===== config.mk =====
export PLATFORM = sky130hd
export DESIGN_NAME = rte_ram
export DESIGN_NICKNAME = d
export VERILOG_FILES = /design/src/assert_macros.svh /design/src/rte_ram.sv
export SDC_FILE = /design/constraint.sdc
export NUM_CORES = 1
export LEC_CHECK = 0
export BUFFER_PORTS_ARGS = -buffer_cell sky130_fd_sc_hd__buf_2
export CORE_ASPECT_RATIO = 1.5
export CORE_MARGIN = 2
export CORE_UTILIZATION = 40
export DETAILED_ROUTE_END_ITERATION = 8
export GPL_ROUTABILITY_DRIVEN = 0
export GPL_TIMING_DRIVEN = 0
export PLACE_DENSITY = 0.57
export SETUP_SLACK_MARGIN = 0.2
export SLEW_MARGIN = 5
export SYNTH_ARGS = -nofsm -noshare
export SYNTH_HDL_FRONTEND = slang
export SYNTH_SLANG_ARGS = --single-unit

===== constraint.sdc =====
create_clock -name clk -period 4.33 [get_ports clk]
set_clock_uncertainty 0.2 [all_clocks]
set_input_delay 0.866 -clock clk [delete_from_list [all_inputs] [get_ports clk]]
set_output_delay 0.866 -clock clk [all_outputs]
set_load 0.01 [all_outputs]

===== src/assert_macros.svh =====
// Assertion macros used by record_table_engine_top.
// Each macro expands to a labeled concurrent assertion, or to nothing under SYNTHESIS.
`ifndef ASSERT_MACROS_SVH
`define ASSERT_MACROS_SVH
`ifndef SYNTHESIS
`define ASSERT_CLK(label, clk, rst_n, prop) \
  label: assert property (@(posedge clk) disable iff (!rst_n) prop) \
    else $error("assertion failed");
`define ASSERT_CLK_NR(label, clk, prop) \
  label: assert property (@(posedge clk) prop) else $error("assertion failed");
`else
`define ASSERT_CLK(label, clk, rst_n, prop)
`define ASSERT_CLK_NR(label, clk, prop)
`endif
`endif


===== src/rte_ram.sv =====
// Generic single-write, single-read RAM with registered read data.
// No dependencies.
`default_nettype none
module rte_ram #(
  parameter int Width = 8,
  parameter int Depth = 16
) (
  input  wire logic                     clk,
  input  wire logic                     we,
  input  wire logic [$clog2(Depth)-1:0] waddr,
  input  wire logic [Width-1:0]         wdata,
  input  wire logic [$clog2(Depth)-1:0] raddr,
  output logic [Width-1:0]              rdata
);
  logic [Width-1:0] mem [Depth];
  always_ff @(posedge clk) begin
    if (we) begin
      mem[waddr] <= wdata;
    end
    rdata <= mem[raddr];
  end
endmodule
`default_nettype wire


* Word level (Yosys, flattened, before mapping)
Memory sizes are Yosys's and may differ from the RTL's. A register that Yosys moved wholly into a read port is not among the register bits.
Cells that the tools add are included.
** Word-level totals
- Register bits :: 0
- Memory bits (writable) :: 128
- Input bits :: 18
- Output and inout port bits :: 8
- Logic and storage cells :: 3
- Memories kept :: 1
** Memory list
- mem :: depth 16, width 8, rd ports 1, clocked after Yosys merged registers in 1, write ports 1, line rte_ram.sv:15 : logic [Width-1:0] mem [Depth];
** Cells by class
- Muxes and demuxes :: 2
** Operator list (number)
- $mux 1 :: 2

* Depth between registers and ports, before layout
- Word-level depth :: 2
- Depth in mapped cells :: 5
- Gate-level depth less buffers :: 3

* Worst setup path after synthesis
No wires, ideal clock.
- Path type :: input to register
- Start :: input port waddr[2]
- End :: memory mem[0][0], enable pin
- Arrival time :: 1976 ps
- Path slack :: 1771 ps
- Stages :: 2
- Path buffers :: 0
- Cell sequence :: or3b_2 -> nor3_1
** RTL lines
- from (decl) :: line rte_ram.sv:10 : input wire logic [$clog2(Depth)-1:0] waddr,
- to (decl) :: line rte_ram.sv:15
Straight into the memory's write port.

* Worst setup path after layout
- Start :: input port waddr[2]
- End :: memory mem[2][1], enable pin
Straight into the memory's write port.

==> summary.md <==
| Metric | Value |
|---|---|
| IO Pins | 26 |
| First-pass GRT wire length | 14800 um |
| Drc violations | 0 |
| Post-Syn Area | 5150 um2 |
| Setup ws final | 2.01 ns |
| Tightest Pin Transition | 1.20 ns |
| Post-CTS setup buffers | 0 |
| Clock root cell | clkbuf_16 |
| CTS tree | done |
| Fmax | 430 MHz |
| Final Cycle Share | 53.7% |
| Layout cells sized above 1 | 29.8% |
| Initial DRT Pass Iterations | 4 |
| Non-Filler Instances | 441 |
| Status | finished clean |
| Number of gates resized after cts | 0 |
| Initial drt markers | 227 |
| PwrDens | 508 nW/um2 |
| Syn Area/Cell | 22.5 um2 |
| Clock Tree Buf Depth | 2 |
| Post-synth top cells | edfxtp_1 (128), mux4_2 (18), a22oi_1 (16) |
| Final count of negative-setup-slack endpoints | 0 |
| Drt via density | 5.39 |
| Vias | 2377 |
| Startpoint Class | input pin |
| Area Overhead vs Synth | 18.5% |
| Seq/Total Area, Yosys | 77.8% |
| Gr usage total | 15.5% |
| Synthesized flop and latch total | 136 |
| Antenna cells | 0 |
| Cell Rows | 50 |
| Place WS | 1.11 ns |
| Worst EP required | 4.16 ns |
| DR WL/cell | 22.6 um |
| Worst setup EP type | flop |
| FF-to-FF Start | mem[1][1]$_DFFE_PP_ |
| Mapped Cells | 229 |
| Routed WL | 9950 um |
| Most frequent cell after synthesis | edfxtp_1 |
| DPL Wire Length | 6480 um |
| Final net count | 290 |
| Critical-path cell list | buf_2 -> or3b_2 -> nor2_1 |
| Final setup TNS | 0 ns |
| Relative slew slack | 19.2% |
| Die extent in y | 143 um |
| Cts hold-fix bufs | 0 |
| Layout Utilization | 48.7% |
| Placed insts | 409 |
| Chip width | 96.6 um |
| Ys flop type | edfxtp_1 |
| Final Max Tran Viols | 0 |
| Max Cap Violations | 0 |
| Number of global-route vias before repair | 2397 |
| Syn Nets | 247 |
| Worst VDD drop | 0.000268 V |
| Crit path kind | input pin to flop |
| Post-synth EDFFs | 128 |
| Clk sinks | 136 |
| Crit path DAT | 2.16 ns |
| Final antenna-violating net count | 0 |
| Total gr overflow | 0 |
| Lkg Pwr | 2.04 nW |
| Tot Pwr | 3.10 mW |
| Critical Path Source | waddr[2] |
| Filler instances | 1045 |
| Synth area leader | edfxtp_1 |
| Leading post-synthesis cells by cell area | edfxtp_1 (75%), mux4_2 (7.9%), mux4_1 (7.1%), dfxtp_1 (3.1%), a22oi_1 (2.3%) |
| Max stage delay on crit path | 0.64 ns |
| CTS Buf Count | 17 |
| Final min period | 2.32 ns |
| Hold Fails Final Rpt | 0 |
| Post-synth top area share | 74.7% |
| Async set-reset flop share out of synthesis | 0% |
| Initial antenna violation count | 0 |
| Core ar. | 12500 um2 |
| Port buffer count | 24 |
| Starting density of the core | 41.1% |
| Htree depth | 4 |
| Worst Hold Class | flop to flop |
| Die ar. | 13800 um2 |
| CTS clock-pin slew for the worst setup and hold paths | 0.05 ns |
| Worst hold start | mem[14][1]$_DFFE_PP_ |
| Warnings, synthesis | 0 |
| Multi-input logic area | 1070 um2 |
| RSZ-0062 raised after global routing | false |
| Cell variety after synth | 19 |
| Sequential cell area | 4000 um2 |
| Largest net degree at the start of global routing | 17 |
| Critical Path Fanout Max | 8 |
| Clk Latency, worst-skew pair | 0.41 ns |
| CP max stage cell | nor2_1 |
[power breakdown]
group	total (mW)	internal [mW]	switching (mW)
registers	1.48	1.47	0.00653
logic	0.144	0.0586	0.0854
clock network	1.48	0.980	0.495
total	3.10	2.51	0.587
[cells by family (layout without fill, tap and decap cells)]
kind of cell	Yosys count	count (layout)	synth area share [%]
muxes	32	32	15.0
and+or+nand+nor	35	35	3.18
AOI/OAI and AO/OA	16	16	2.33
buffers and inverters	10	66	1.68
DFF	136	136	77.8
[stage by stage]
step | instance area, um2 | hold WS [ns]
floorplan | 5150 | 0.429
global placement | 5460 | 0.448
detailed placement | 5470 | 0.472
CTS | 6090 | 0.491
global route | 6100 | 0.511
finish | 6100 | 0.486
[layer usage]
metal	global-route usage, %	vias up	wire length [um]
li1	-	1062	-
met1	18.8	1236	4170
met2	25.8	68	5190
met3	4.45	11	374
met4	7.12	0	211
met5	0	-	0
[worst paths after layout]
| kind | depth (start not counted) | to | slack (ns) |
|---|---|---|---|
| setup / recovery | 3 | mem[2][1]$_DFFE_PP_ | 2.01 |
| hold / removal | 3 | rdata[1]$_DFF_P_ | 0.49 |
| setup reg to reg | 3 | rdata[1]$_DFF_P_ | 2.67 |
| hold reg to reg | 3 | rdata[1]$_DFF_P_ | 0.49 |
[worst max-delay path: cells and delay by family]
family        cells  cell delay [ns]
buf+inv           1             0.13
simple gates      2             1.15
[sequential cells by signal (all words and copies together), names as in the netlist]
register  flops
rdata         8
mem         128
[cell type report]
type                            instances  share of cell area (%)
Buffer                                 10                    1.42
Clock buffer                           25                    8.29
Clock inverter                          7                    1.89
Multi-Input combinational cell         83                    17.6
Sequential cell                       136                    65.7
Tap cell                              156                    3.20
Timing Repair Buffer                   24                    1.97
[placed cells by master, fill, tap and decap left out, types with 5 or more instances in the layout]
master	n
mux4_1	14
nor2_1	13
edfxtp_1	128
clkbuf_8	5
a22oi_1	16
buf_2	27
dfxtp_1	8
mux4_2	18
nand2_1	9
clkbuf_16	17
No activity file was read; power rests on OpenSTA's default activity.
